**config.mk**
```make
export PLATFORM = sky130hd
export DESIGN_NAME = mi3_front
export DESIGN_NICKNAME = d
export VERILOG_FILES = /design/src/design/mi3_pkg.sv /design/src/design/mi3_front.sv
export SDC_FILE = /design/constraint.sdc
export NUM_CORES = 2
export LEC_CHECK = 0
export BUFFER_PORTS_ARGS = -buffer_cell sky130_fd_sc_hd__buf_2
export CELL_PAD_IN_SITES_DETAIL_PLACEMENT = 1
export CELL_PAD_IN_SITES_GLOBAL_PLACEMENT = 1
export CORE_MARGIN = 4
export CORE_UTILIZATION = 56
export CTS_CLUSTER_DIAMETER = 80
export DETAILED_ROUTE_END_ITERATION = 16
export PLACE_DENSITY = 0.85
export SETUP_SLACK_MARGIN = 0.4
export SLEW_MARGIN = 10
export SYNTH_ARGS = -nofsm -noshare
export SYNTH_HDL_FRONTEND = slang
export SYNTH_SLANG_ARGS = --single-unit
```
**constraint.sdc**
```tcl
create_clock -name clk -period 48.8 [get_ports clk]
set_input_delay 7.32 -clock clk [delete_from_list [all_inputs] [get_ports clk]]
set_output_delay 7.32 -clock clk [all_outputs]
set_load 0.005 [all_outputs]
```
**src/design/mi3_pkg.sv**
```systemverilog
`timescale 1ns / 1ps
// Shared constants for the 3x3 matrix inverse block.
// Used by the front, queue, back and top-level modules.
package mi3_pkg;
  localparam int ELEMENT_BITS_DEFAULT = 8;
  localparam int FRAC_BITS = 16;
  localparam int DET_FIELD_BITS = 25;
  localparam int INV_BITS = 32;
  localparam int QUEUE_DEPTH = 4;
  localparam int OUT_DATA_BITS = ((9 * INV_BITS + DET_FIELD_BITS + 7) / 8) * 8;
endpackage

```
**src/design/mi3_front.sv**
```systemverilog
`timescale 1ns / 1ps
// Front end: accepts matrices and forms cofactors and determinant in three stages.
// Depends on mi3_pkg.
module mi3_front import mi3_pkg::*; #(
  parameter int ELEMENT_BITS = ELEMENT_BITS_DEFAULT,
  parameter int IN_W = ((9 * ELEMENT_BITS + 7) / 8) * 8,
  parameter int CW = 2 * ELEMENT_BITS + 1,
  parameter int DW = 3 * ELEMENT_BITS + 3
) (
  input  logic              clk,
  input  logic              rst,
  input  logic              in_valid,
  output logic              in_ready,
  input  logic [IN_W-1:0]   in_data,
  output logic              push,
  input  logic              full,
  output logic [9*CW+DW-1:0] push_data
);
  localparam int E = ELEMENT_BITS;
  localparam int PW = 2 * E;

  logic signed [E-1:0] m [9];
  logic signed [PW-1:0] pa_next [9];
  logic signed [PW-1:0] pb_next [9];
  logic signed [PW-1:0] pa [9];
  logic signed [PW-1:0] pb [9];
  logic signed [CW-1:0] cof_next [9];
  logic signed [CW-1:0] cof [9];
  logic signed [CW-1:0] cof3 [9];
  logic signed [E-1:0] m0_s1 [3];
  logic signed [E-1:0] m0_s2 [3];
  logic signed [DW-1:0] dp [3];
  logic signed [DW-1:0] det_next;
  logic signed [DW-1:0] det;
  logic v1, v2, v3;
  logic en;

  assign en = !v3 || !full;
  assign in_ready = en;
  assign push = v3 && !full;

  genvar g;
  generate
    for (g = 0; g < 9; g++) begin : g_cof
      localparam int R = g / 3;
      localparam int C = g % 3;
      localparam int RA = (R == 0) ? 1 : 0;
      localparam int RB = (R == 2) ? 1 : 2;
      localparam int CA = (C == 0) ? 1 : 0;
      localparam int CB = (C == 2) ? 1 : 2;
      logic signed [CW-1:0] minor;
      assign m[g] = in_data[g*E +: E];
      assign pa_next[g] = m[RA*3+CA] * m[RB*3+CB];
      assign pb_next[g] = m[RA*3+CB] * m[RB*3+CA];
      assign minor = CW'(pa[g]) - CW'(pb[g]);
      assign cof_next[g] = (((R + C) % 2) == 1) ? -minor : minor;
      assign push_data[g*CW +: CW] = cof3[g];
    end
    for (g = 0; g < 3; g++) begin : g_det
      assign dp[g] = m0_s2[g] * cof[g];
    end
  endgenerate

  assign det_next = dp[0] + dp[1] + dp[2];
  assign push_data[9*CW +: DW] = det;

  always_ff @(posedge clk) begin
    if (rst) begin
      v1 <= 1'b0;
      v2 <= 1'b0;
      v3 <= 1'b0;
    end else if (en) begin
      v1 <= in_valid;
      v2 <= v1;
      v3 <= v2;
    end
  end

  always_ff @(posedge clk) begin
    if (en) begin
      pa <= pa_next;
      pb <= pb_next;
      cof <= cof_next;
      cof3 <= cof;
      det <= det_next;
      for (int i = 0; i < 3; i++) begin
        m0_s1[i] <= m[i];
        m0_s2[i] <= m0_s1[i];
      end
    end
  end
endmodule

```
==> metrics <==
most frequent cell after synthesis=inv_1; xor and xnor area share after synthesis=3.73%; # Max-Cap Violations=0; clk root buf=clkbuf_16; share of the synthesized area in the top cell type=33.3%; post-CTS resize count=0; largest family of logic cells by synthesized area=adder cells; synth cell count leaders=inv_1, fa_1, and2_1; Rel. slew slack=20.4%; Slew Limit Fails=0; CTS Sinks=672; Synth Flop Type=edfxtp_1; Synth Area in Compound Gates=4.82%; layout cells sized above 1=5.63%; CTS Buffer Depth=3; # IOs=258; DP HPWL=192000 microns; Synth Area per Inst=10.3 sq um; Post-Route WL=259000 microns; syn nets=10.6k; multi-input combinational cell area=57600 sq um; CP arrival=8480 ps; Post-Synth Adder-Cell Area=44.4%; proportion of synthesized area in mux cells=0.0699%; Post-Syn Instances=8362; Synth area leader=fa_1; DRC errors left=0; Post-synth EDFFs=669; Hold Crit Class=reg2reg; synthesized cell area=85900 sq um; # hold bufs at CTS=0; Antenna Nets Post-Route=0; total CTS buffers=88; Async S/R FF share, synth=0%; minimum clock period=15800 ps; Yosys warning count=0; gr ovfl total=0; Setup TNS=0 ps; initial DRC count=3481; die footprint=160000 sq um; gpl congestion=0.904; status=completed; Initial DRT Pass Iterations=5; Setup Buffers After CTS=0; Starting Density=56.4%; Slew @ Worst Pin=1190 ps; fmax=63.3 MHz; number of synthesized register bits=672; CP endpoint kind=output pin; Layout fillers=16.4k; Startpoint Class=input port; Die Ht=400 microns; required time worst endpoint=41480 ps; vias in the first global route=72.3k; number of setup violations in the final report=0; insertion delay to the later sink of the worst-skew pair=750 ps; pin count of the biggest net entering global routing=180; synth unique cells=69; area of the core=152000 sq um; Final Net Count=10.8k; Post-Synth Simple-Gate Area=14.0%; register area=20100 sq um; Clock Pin Slew Worst Setup and Hold Paths=60 ps; synth top area cells=fa_1, edfxtp_1, ha_1; GRT Total Usage=33.3%; antenna violations before repair=38; WS Path Type=in2out; H-tree depth=3; wire length per cell=24.4 microns; clock skew=30.1 ps; global-route wire length before repair=405000 microns; sequential area share after synthesis=23.5%; Layout Area Growth over Synthesis=7.14%; IO Port Bufs=257; Final period util=32.4%; TritonCTS clock tree=yes; CP max FO=44; number of core rows=143; routed vias/inst=5.71; number of hold violations in the final report=0; routed vias=60.6k; Die X=400 microns; RSZ-0062 raised after global routing=false
[metal layers]
layer / track usage (%) / vias to the layer above / routed length, microns
met3: 5.21 / 933 / 16100
met2: 58.8 / 2296 / 131000
li1: - / 26000 / -
met4: 21.9 / 14 / 19900
met5: 0 / - / 96
met1: 37.2 / 31400 / 91000
[worst max-delay path, stage by stage]
cell     delay, ps
buf_2          140
nand2_4        600
buf_2          280
[cells by family after synthesis]
| group | Yosys count |
|---|---|
| buffers and inverters | 2184 |
| AOI/OAI and AO/OA | 617 |
| xor gates and xnor gates | 366 |
| adders and majority gates | 2188 |
| muxes | 6 |
| DFF | 672 |
| and+or+nand+nor | 2329 |
[worst paths after layout]
check	startpoint	end	slack, ps	depth (start not counted)
max	full	in_ready	33000	3
min	cof[58]	push_data[92]	410	0
max reg2reg	m0_s2[0][17]	det[26]	40630	20
min reg2reg	cof[58]	push_data[92]	410	0
[cell usage in the layout, fill, tap and decap left out, types with 39 or more instances in the layout]
cell / count
a21o_1: 39
nor2_1: 279
edfxtp_1: 669
o21ai_0: 165
ha_1: 757
xor2_1: 40
nand3_1: 69
nand2_1: 676
a21oi_1: 146
nand2b_1: 179
a21boi_0: 50
fa_1: 1431
buf_2: 257
and2_1: 853
nor3_1: 99
clkbuf_16: 89
xnor2_1: 326
nor2b_1: 59
inv_1: 1932
[through the flow]
step | utilization [%] | hold WS [ps] | cells | area (sq um) | setup slack, ps
after floorplan | - | 400 | 8362 | 85900 | 20140
after global placement | 58.5 | 401 | 10400 | 89100 | 33060
after detailed placement | 58.5 | 405 | 10400 | 89100 | 33040
after CTS | 60.4 | 416 | 10600 | 92000 | 33040
after global routing | 60.4 | 416 | 10600 | 92000 | 33010
final | 60.5 | 414 | 10600 | 92100 | 33000
[layout make-up]
cell class / count / share of cell area (%)
antenna: 23 / 0.0625
clock buffer: 100 / 2.46
clock inverter: 59 / 0.688
inverter: 1933 / 7.88
multi-input combinational: 5506 / 62.5
sequential: 672 / 21.9
tap: 2030 / 2.76
timing repair buffer: 292 / 1.71
[flip-flops by register name, summed over array words and instances, names as in the netlist]
signal,flops
cof,153
det,27
m0_s1,24
m0_s2,24
pa,144
pb,144
push_data,153
v1,1
v2,1
v3,1
Power is not shown: default switching activity piles up to over one toggle a cycle in this logic, so the estimate is an artifact.
