`config.mk`:
```
export PLATFORM = sky130hd
export DESIGN_NAME = mi3_queue
export DESIGN_NICKNAME = d
export VERILOG_FILES = /design/src/design/mi3_pkg.sv /design/src/design/mi3_queue.sv
export SDC_FILE = /design/constraint.sdc
export NUM_CORES = 1
export LEC_CHECK = 0
export ABC_CLOCK_PERIOD_IN_PS = 1700
export BUFFER_PORTS_ARGS = -buffer_cell sky130_fd_sc_hd__buf_2
export CAP_MARGIN = 20
export CORE_ASPECT_RATIO = 0.75
export CORE_MARGIN = 2
export CORE_UTILIZATION = 49
export DETAILED_ROUTE_END_ITERATION = 8
export HOLD_SLACK_MARGIN = 0.03
export PLACE_DENSITY = 0.72
export SYNTH_ARGS = -nofsm -noshare
export SYNTH_HDL_FRONTEND = slang
export SYNTH_SLANG_ARGS = --single-unit
```
`constraint.sdc`:
```
create_clock -name clk -period 1.7 [get_ports clk]
set_clock_uncertainty 0.15 [all_clocks]
set_input_delay 0.255 -clock clk [delete_from_list [all_inputs] [get_ports clk]]
set_output_delay 0.255 -clock clk [all_outputs]
set_load 0.1 [all_outputs]
```
`src/design/mi3_pkg.sv`:
```
`timescale 1ns / 1ps
// Shared constants for the 3x3 matrix inverse block.
// Used by the front, queue, back and top-level modules.
package mi3_pkg;
  localparam int ELEMENT_BITS_DEFAULT = 8;
  localparam int FRAC_BITS = 16;
  localparam int DET_FIELD_BITS = 25;
  localparam int INV_BITS = 32;
  localparam int QUEUE_DEPTH = 4;
  localparam int OUT_DATA_BITS = ((9 * INV_BITS + DET_FIELD_BITS + 7) / 8) * 8;
endpackage

```
`src/design/mi3_queue.sv`:
```
`timescale 1ns / 1ps
// Short first-in first-out queue between the front and back ends.
// Depends on mi3_pkg.
module mi3_queue import mi3_pkg::*; #(
  parameter int WIDTH = 8
) (
  input  logic             clk,
  input  logic             rst,
  input  logic             push,
  input  logic [WIDTH-1:0] push_data,
  output logic             full,
  input  logic             pop,
  output logic             empty,
  output logic [WIDTH-1:0] pop_data
);
  localparam int AW = $clog2(QUEUE_DEPTH);

  logic [WIDTH-1:0] mem [QUEUE_DEPTH];
  logic [AW-1:0] wr_ptr;
  logic [AW-1:0] rd_ptr;
  logic [AW:0] count;

  assign full = (count == (AW+1)'(QUEUE_DEPTH));
  assign empty = (count == '0);
  assign pop_data = mem[rd_ptr];

  always_ff @(posedge clk) begin
    if (push) begin
      mem[wr_ptr] <= push_data;
    end
  end

  always_ff @(posedge clk) begin
    if (rst) begin
      wr_ptr <= '0;
      rd_ptr <= '0;
      count <= '0;
    end else begin
      if (push) begin
        wr_ptr <= wr_ptr + 1'b1;
      end
      if (pop) begin
        rd_ptr <= rd_ptr + 1'b1;
      end
      if (push && !pop) begin
        count <= count + 1'b1;
      end else if (pop && !push) begin
        count <= count - 1'b1;
      end
    end
  end
endmodule

```
==> flow_summary.json, run 1 <==
{
  "outcome": "finished with violations",
  "violations": "setup timing",
  "routed_wirelength_um": 2579,
  "cp-end-kind": "output pin",
  "cts_tree": "yes",
  "postRouteAntennaNets": 0,
  "die-height_um": 53.28,
  "wl_met1_um": 1139,
  "maxSlewViolCount": 0,
  "worstPathMaxFanout": 8,
  "hold_ws_ps": 35.07,
  "cap_violations": 0,
  "cts.sinks": 41,
  "crit_end": "pop_data[4]",
  "route.met3.wl_um": 112,
  "synth-simple-area-share_pct": 4.653,
  "hold_viol_final": 0,
  "port_buffers": 21,
  "arrival_ps": 1530,
  "met2WireLength_um": 1269,
  "synth_fa_ha_area_share_pct": 5.205,
  "grt_pass1_wl_um": 4071,
  "required_ps": 1290,
  "pin_count": 22,
  "slew_headroom_pct": 69.38,
  "rr_endpoint": "count[2]",
  "startpoint_type": "flop",
  "num-fill-cells": 188,
  "hold_path.class": "in -> reg",
  "core-area_mm2": 0.003020,
  "syn_avg_cell_area_um2": 18.45,
  "setup_violations": 8,
  "htree_num_levels": 2,
  "r2r_cells": 4,
  "num_vias": 824,
  "worst_slew_pin_slew_ps": 459.4,
  "path_class": "reg -> out",
  "detail_route.vias_per_cell": 5.118,
  "syn_nets": 104,
  "syn_area_mm2": 0.001587,
  "yosysWarningCount": 0,
  "dieArea_mm2": 0.003714,
  "synth_xor_area_share_pct": 2.760,
  "grt_use_total_pct": 15.95,
  "insertion_delay_ps": 290,
  "synth_seq_cells": 41,
  "fin_util_pct": 68.72,
  "regArea_mm2": 0.001142,
  "antenna_found_initial": 0,
  "ys_types": 20,
  "synth_compound_area_share_pct": 0.6309,
  "n_antenna_cell": 0,
  "cellPowerDensity_mw_per_mm2": 1331,
  "rows": 17,
  "p_leak_nw": 0.7771,
  "grt_max_degree": 14,
  "r2r_start": "count[1]",
  "top_layer": "met4",
  "die_w_um": 69.71,
  "max_freq_mhz": 517.7,
  "drc": 0,
  "synth_top_family_by_area": "multiplexers",
  "min_period_ps": 1932,
  "irDropWorstVdd_mv": 0.6340,
  "seq_area_frac_synth_pct": 71.92,
  "wl_per_cell_um": 16.02,
  "synth.area.mux_share_pct": 12.62,
  "final_common_cell": "edfxtp_1",
  "initial_core_util_pct": 52.53,
  "layout_common_cells": "32 x edfxtp_1, 11 x buf_2, 8 x mux4_2, 8 x dfxtp_1",
  "finalCritPeriodShare_pct": 113.6,
  "drt_iter0_markers": 60,
  "place_hpwl_um": 1739,
  "grt-ovfl-total": 0,
  "drive_gt1_share_pct": 36.59,
  "cts_buffers": 5,
  "fin_ws_ps": -231.5,
  "r2r_setup_slack_ps": 90,
  "syn_to_final_growth_pct": 30.84,
  "clk_path_buf_depth": 2,
  "cts_setup_buffers": 0,
  "rsz0062_at_grt": "yes",
  "synthCells": 86,
  "cts-root-buf": "clkbuf_8",
  "dr.pass1.iters": 4,
  "multi_input_area_um2": 420.4,
  "nNetsFinal": 140,
  "grt_pass1_vias": 842,
  "clk_pin_slew_ps": 80,
  "place_congestion": 0.6556
}
[area by class of cell]
class	count	area share, %
clock inverters	3	3.134
flip-flops and latches	41	55.03
inverters	4	0.7233
clock buffers	5	3.315
multi-input cells	38	20.25
repair buffers	32	15.25
well taps	38	2.291
[metrics by stage]
| step | power (mW) | worst slack [ps] | cells | cell area, um2 | setup TNS [ps] |
|---|---|---|---|---|---|
| global route | 2.855 | -272.8 | 161 | 2076 | -2013 |
| floorplan | 1.657 | -283.6 | 86 | 1597 | -561.2 |
| finish | 2.762 | -231.5 | 161 | 2076 | -1633 |
| global placement | 1.803 | -102.1 | 147 | 1822 | -115.7 |
| CTS | 2.781 | -247.9 | 161 | 2076 | -1774 |
| detailed placement | 1.817 | -151.9 | 147 | 1822 | -218.4 |
[worst max-delay path, cell delays in order (launching register included)]
cell and delay (ps):
dfxtp_2 350, buf_12 140, mux4_2 550, buf_12 190
[cell usage after synthesis, drive strengths merged]
| library cell | number | area share (%) |
|---|---|---|
| buf | 1 | 0.71 |
| xor2 | 3 | 1.7 |
| nor3 | 1 | 0.32 |
| a21oi | 1 | 0.32 |
| mux4 | 8 | 11 |
| or3 | 1 | 0.39 |
| clkbuf | 2 | 0.55 |
| edfxtp | 32 | 61 |
| nand2 | 1 | 0.24 |
| nor2 | 7 | 1.7 |
| mux2i | 2 | 1.3 |
| dfxtp | 9 | 11 |
| nor3b | 1 | 0.47 |
| o21ai | 1 | 0.32 |
| fa | 1 | 1.3 |
| and2 | 4 | 1.6 |
| xnor2 | 2 | 1.1 |
| ha | 5 | 3.9 |
| inv | 4 | 0.95 |
[worst min path at each step]
stage / from / end / slack (ps) / depth (start not counted)
final: push_data[1] / mem[2][1] / 40 / 1
after floorplan: push_data[0] / mem[0][0] / 200 / 0
after CTS: push_data[1] / mem[3][1] / 30 / 1
after detailed placement: push_data[0] / mem[3][0] / 320 / 1
after global placement: push_data[5] / mem[0][5] / 320 / 1
after global routing: push_data[1] / mem[1][1] / 40 / 1
[where the power goes]
part / switching, mW / leakage (nW) / internal [mW] / total, mW
Sequential: 0.0342 / 0.369 / 1.14 / 1.18
Combinational: 0.438 / 0.340 / 0.237 / 0.675
Clock: 0.325 / 0.0681 / 0.583 / 0.908
[cells by family after synthesis]
kind of cell / after synthesis
and+or+nand+nor: 15
adders and majority gates: 6
xor gates and xnor gates: 5
DFF: 41
buffers and inverters: 7
AOI/OAI and AO/OA: 2
muxes: 10
[state kept, by name (all words and copies together), names as in the netlist, named ones only]
signal,cells
count,3
mem,32
wr_ptr,2
rd_ptr,2
[per-layer routing]
layer  vias to the layer above  GRT usage, %
met5                         -             0
met4                         0         9.615
met3                         7         5.333
met2                        19         24.52
met1                       407         19.97
li1                        391             -
[timing repair]
item | CTS | global route
endpoints found under the hold margin | 24 | 0
setup endpoints to repair | 8 | 8
gates resized for setup | 19 | 0
hold buffers | 6 | 0
Note: power is estimated with default switching activity, not from simulation.
==> run 2, diff against run 1 <==
--- a/config.mk
+++ b/config.mk
@@ -5,6 +5,7 @@
 export SDC_FILE = /design/constraint.sdc
 export NUM_CORES = 1
 export LEC_CHECK = 0
+export ABC_AREA = 1
 export ABC_CLOCK_PERIOD_IN_PS = 1700
 export BUFFER_PORTS_ARGS = -buffer_cell sky130_fd_sc_hd__buf_2
 export CAP_MARGIN = 20
==> run 2 against run 1 <==
Effect of this change: the run still ends with setup timing left; maximum frequency increased by 12%; flip-flop and latch count unchanged; combinational power increased by 3.4%; hold slack improved by 7.3 ps; critical endpoint is now pop_data[1]; largest cell class unchanged.
==> flow_summary.json, run 2 <==
{
  "grt_max_degree": 17,
  "synthTopCellsByArea": "edfxtp_1 59%, dfxtp_1 11%, o21ai_0 5.2%",
  "outcome": "finished with violations",
  "top_regs": "mem x32, count x3",
  "startpoint_type": "flop",
  "nNetsFinal": 186,
  "drive_gt1_share_pct": 39.05,
  "yosysWarningCount": 0,
  "clk_pin_slew_ps": 70,
  "place_hpwl_um": 2222,
  "syn_nets": 152,
  "dp_cells": 196,
  "grt_use_total_pct": 18.35,
  "cts-root-buf": "clkbuf_8",
  "drc": 0,
  "rows": 18,
  "worstHoldPathCells": 1,
  "rsz0062_at_grt": "yes",
  "maxSlewViolCount": 0,
  "synth_most_common_cell": "edfxtp_1",
  "layout_common_cells": "32 x edfxtp_1, 15 x inv_1, 15 x nor2_1, 11 x buf_2",
  "hold_viol_final": 0,
  "r2r_cells": 4,
  "grt_pass1_wl_um": 5043,
  "finalNonFillerCells": 209,
  "antenna_found_initial": 0,
  "initial_core_util_pct": 50.62,
  "seq_area_frac_synth_pct": 69.51,
  "finalCritPeriodShare_pct": 101.2,
  "syn_area_mm2": 0.001642,
  "pin_count": 22,
  "cts.sinks": 41,
  "max_stage_delay_ps": 400,
  "dieArea_mm2": 0.003834,
  "place_congestion": 0.7698,
  "crit_chain": "buf_12, o21ai_4, o22ai_4, buf_12",
  "drt_iter0_markers": 41,
  "n_antenna_cell": 0,
  "insertion_delay_ps": 280,
  "synthCells": 134,
  "violations": "setup timing",
  "cellPowerDensity_mw_per_mm2": 1152,
  "total_power_mw": 2.661,
  "htree_num_levels": 2,
  "num_vias": 1114,
  "cp-end-kind": "output pin",
  "dp_slack_ps": 102.5,
  "synth_ff_type": "edfxtp_1",
  "top_register": "mem",
  "cpMostUsedCell": "buf_12",
  "cap_violations": 0,
  "core-area_mm2": 0.003243,
  "ys_async_sr_fraction_pct": 0,
  "hold_path.class": "in -> reg",
  "syn_to_final_growth_pct": 40.70,
  "dr.pass1.iters": 4,
  "arrival_ps": 1320,
  "synth_area_leader_cell": "edfxtp_1",
  "synth_seq_cells": 41,
  "ys_types": 19,
  "port_buffers": 21,
  "postRouteAntennaNets": 0,
  "clk_path_buf_depth": 2,
  "final_common_cell": "edfxtp_1",
  "cts_tree": "yes",
  "p_leak_nw": 0.8922,
  "hold_ws_ps": 42.38,
  "largest_register_ffs": 32,
  "worstPathMaxFanout": 8,
  "crit_path_top_delay_cell": "dfxtp_4",
  "grt_pass1_vias": 1102,
  "slew_headroom_pct": 71.03,
  "worst_slew_pin_slew_ps": 434.1,
  "routed_wirelength_um": 3316,
  "irDropWorstVdd_mv": 0.7992,
  "synth_edf_count": 32,
  "max_freq_mhz": 581.0,
  "detail_route.vias_per_cell": 5.330,
  "grt-ovfl-total": 0,
  "yosysTopAreaCellShare_pct": 58.54,
  "die_w_um": 70.84,
  "setup_violations": 3,
  "wl_per_cell_um": 15.87,
  "fin_ws_ps": -21.18,
  "syn_avg_cell_area_um2": 12.25,
  "required_ps": 1290,
  "yosys-top-cells-count": "32 x edfxtp_1, 19 x nor2_1, 17 x o21ai_0",
  "fin_tns_setup_ps": -29.25,
  "cts_buffers": 5,
  "min_period_ps": 1721,
  "die-height_um": 54.13,
  "path_class": "reg -> out"
}
[run 2: cell count changes after synthesis, moves of 3 or more]
cell,delta
o21ai_0,+16
inv_1,+12
nor2_1,+12
mux4_2,-8
nand2_1,+8
o22ai_1,+8
and2_1,-4
nor2_2,+3
[run 2: final timing paths]
path	start	to	slack [ps]
worst max-delay path	flop	pop_data[1]	-20
worst min-delay path	push_data[4]	mem[2][4]	40
worst max register to register	wr_ptr[0]	mem[0][5]	220
worst min register to register	rd_ptr[1]	flop	330
[run 2: final cells by class]
type,count,area (um2)
fillers,224,933.4
clock buffers,7,86.33
well taps,40,50.05
clock inverters,1,30.03
multi-input cells,74,608.1
repair buffers,29,315.3
inverters,17,71.32
flip-flops and latches,41,1149
[run 2: cell families after synthesis]
kind of cell    after synthesis  share of synthesized area (%)
flops                        41                          69.51
fa+ha+maj                     6                          5.031
compound gates               32                          10.82
simple gates                 35                          8.842
buf+inv                      19                          5.259
xor+xnor                      1                         0.5336
[run 2: what timing repair did]
action                                 in CTS  in global routing
endpoints found under the hold margin       1                  1
setup buffers                               0                  3
hold buffers                                1                  1
setup endpoints to repair                   9                  9
pin swaps                                   1                  7
resized for setup                          25                 19
[run 2: layer usage]
metal	global-route usage, %	share of wire (%)
met3	5.993	4.8
met5	0	0
met1	22.03	43
met4	6.604	0.57
met2	31.78	52
[run 2: power breakdown]
| part | switching (mW) | internal [mW] | leakage [nW] |
|---|---|---|---|
| logic | 0.462 | 0.236 | 0.464 |
| registers | 0.0418 | 1.14 | 0.370 |
| clock network | 0.308 | 0.478 | 0.0585 |
[run 2: metrics by stage]
stage	util (%)	instance area, um2
global route	71.22	2310
CTS	67.79	2198
global placement	62.81	2037
floorplan	-	1762
finish	71.22	2310
detailed placement	62.81	2037
[run 2: critical path, delay by kind of cell, from the launching register on]
family                 cells  cell delay (ps)
flip-flops                 1              400
buffers and inverters      2              350
AO/OA/AOI/OAI              2              270
==> run 3, diff against run 2 <==
--- a/config.mk
+++ b/config.mk
@@ -6,15 +6,14 @@
 export NUM_CORES = 1
 export LEC_CHECK = 0
 export ABC_AREA = 1
-export ABC_CLOCK_PERIOD_IN_PS = 1700
+export ABC_CLOCK_PERIOD_IN_PS = 1900
 export BUFFER_PORTS_ARGS = -buffer_cell sky130_fd_sc_hd__buf_2
 export CAP_MARGIN = 20
 export CORE_ASPECT_RATIO = 0.75
 export CORE_MARGIN = 2
-export CORE_UTILIZATION = 49
+export CORE_UTILIZATION = 45
 export DETAILED_ROUTE_END_ITERATION = 8
 export HOLD_SLACK_MARGIN = 0.03
-export PLACE_DENSITY = 0.72
 export SYNTH_ARGS = -nofsm -noshare
 export SYNTH_HDL_FRONTEND = slang
 export SYNTH_SLANG_ARGS = --single-unit
==> constraint.sdc (replaced) <==
create_clock -name clk -period 1.9 [get_ports clk]
set_clock_uncertainty 0.15 [all_clocks]
set_input_delay 0.285 -clock clk [delete_from_list [all_inputs] [get_ports clk]]
set_output_delay 0.285 -clock clk [all_outputs]
set_load 0.1 [all_outputs]
==> run 3 against run 2 <==
Effect of this change: the run now ends clean; sequential power shrank 11%; design area shrank 5.1%; hold slack gained 17 ps; global-route usage shrank 2.0 points; setup slack gained 48 ps; register-to-register slack gained 210 ps; critical endpoint is now pop_data[5].
==> flow_summary.json, run 3 (synthesized netlist as in run 2, its figures left out) <==
{
  "outcome": "complete, no violations",
  "nNetsFinal": 182,
  "pin_count": 22,
  "top_register": "mem",
  "cts_buffers": 5,
  "p_leak_nw": 0.8653,
  "rows": 18,
  "worstPathMaxFanout": 8,
  "routed_wirelength_um": 2900,
  "dieArea_mm2": 0.004152,
  "detail_route.vias_per_cell": 5.200,
  "hold_path.class": "in -> reg",
  "initial_core_util_pct": 48.59,
  "place_hpwl_um": 2026,
  "drc": 0,
  "path_class": "reg -> out",
  "grt_max_degree": 17,
  "rsz0062_at_grt": "yes",
  "arrival_ps": 1440,
  "clk_path_buf_depth": 2,
  "place_area_mm2": 0.002037,
  "layout_common_cells": "32 x edfxtp_1, 19 x nor2_1, 15 x inv_1, 13 x buf_2, 10 x o21ai_0",
  "finalNonFillerCells": 205,
  "place_congestion": 0.7620,
  "largest_register_ffs": 32,
  "min_period_ps": 1873,
  "drt_iter0_markers": 78,
  "insertion_delay_ps": 290,
  "max_freq_mhz": 534.0,
  "slew_headroom_pct": 68.05,
  "cts-root-buf": "clkbuf_8",
  "dr.pass1.iters": 4,
  "finalCritPeriodShare_pct": 98.57,
  "core-area_mm2": 0.003378,
  "cap_violations": 0,
  "maxSlewViolCount": 0,
  "grt_pass1_wl_um": 4919,
  "design_area_mm2": 0.002192,
  "die-height_um": 56.31,
  "hold_viol_final": 0,
  "final_common_cell": "edfxtp_1",
  "grt_use_total_pct": 16.36,
  "cts.sinks": 41,
  "die_w_um": 73.74,
  "syn_to_final_growth_pct": 33.54,
  "num_vias": 1066,
  "setup_violations": 0,
  "port_buffers": 21,
  "grt_pass1_vias": 1037,
  "hold_ws_ps": 59.75,
  "cts_tree": "yes",
  "worst_slew_pin_slew_ps": 482.5,
  "required_ps": 1460,
  "top_regs": "mem x32, count x3",
  "dp_cells": 196,
  "startpoint_type": "flop",
  "n_antenna_cell": 0,
  "postRouteAntennaNets": 0,
  "wl_per_cell_um": 14.15,
  "htree_num_levels": 2,
  "drive_gt1_share_pct": 31.52,
  "clk_pin_slew_ps": 80,
  "cellPowerDensity_mw_per_mm2": 1113,
  "cp-end-kind": "output pin",
  "irDropWorstVdd_mv": 0.7480,
  "grt-ovfl-total": 0,
  "antenna_found_initial": 0
}
run 3: changes by cell type in the layout (fill, tap and decap cells not counted), moves of 3 or more:
cell     delta
nor2_1      +4
o21ai_1     +3
o21ai_4     -4
o21ai_2     -4
nor2_2      -4
o21ai_0     +5
run 3: per-layer routing:
metal / part of all wire, % / track usage (%) / up-vias / wire length, um
li1: - / - / 522 / -
met1: 49 / 23.28 / 521 / 1427
met2: 46 / 23.21 / 19 / 1324
met3: 4.2 / 5.027 / 4 / 121
met4: 0.90 / 6.753 / 0 / 26
met5: 0 / 0 / - / 0
run 3: what timing repair did:
item / CTS / global route
endpoints found under the hold margin: 1 / 0
gates cloned: 0 / 0
gates resized for setup: 8 / 6
hold buffers: 1 / 0
setup buffers: 0 / 0
endpoints found under the setup margin: 8 / 8
run 3: worst max-delay path: stages, from the launching register on:
cell and delay [ps]:
dfxtp_4 370, buf_4 170, o21ai_0 310, o22ai_4 120
buf_12 170
run 3: stage by stage:
stage | util (%) | power [mW] | setup WS, ps | setup TNS [ps]
after floorplan | - | 1.472 | -108.2 | -216.4
after CTS | 64.59 | 2.452 | 3.966 | 0
after global routing | 64.89 | 2.531 | -26.21 | -51.82
after global placement | 60.30 | 1.634 | 270.1 | 0
after detailed placement | 60.30 | 1.647 | 200.0 | 0
final | 64.89 | 2.441 | 27.17 | 0
run 3: worst paths after layout:
path         depth (start not counted)           to  slack [ps]          from
min                                  1    mem[3][6]          60  push_data[6]
max                                  4  pop_data[5]          30          flop
max reg2reg                          4    mem[0][5]         430     wr_ptr[0]
min reg2reg                          1         flop         300     rd_ptr[1]
run 3: area by class of cell:
class	instances	area, um2
clock buffers	5	68.82
clock inverters	3	65.06
fillers	267	1186
inverters	17	66.31
multi-input cells	74	538.0
flip-flops and latches	41	1146
well taps	40	50.05
repair buffers	25	257.7
run 3: power breakdown:
group | leakage [nW] | internal (mW) | total (mW) | switching (mW)
Clock | 0.0681 | 0.522 | 0.810 | 0.288
Sequential | 0.370 | 1.02 | 1.05 | 0.0314
Combinational | 0.428 | 0.187 | 0.584 | 0.396
Total | 0.865 | 1.73 | 2.44 | 0.716
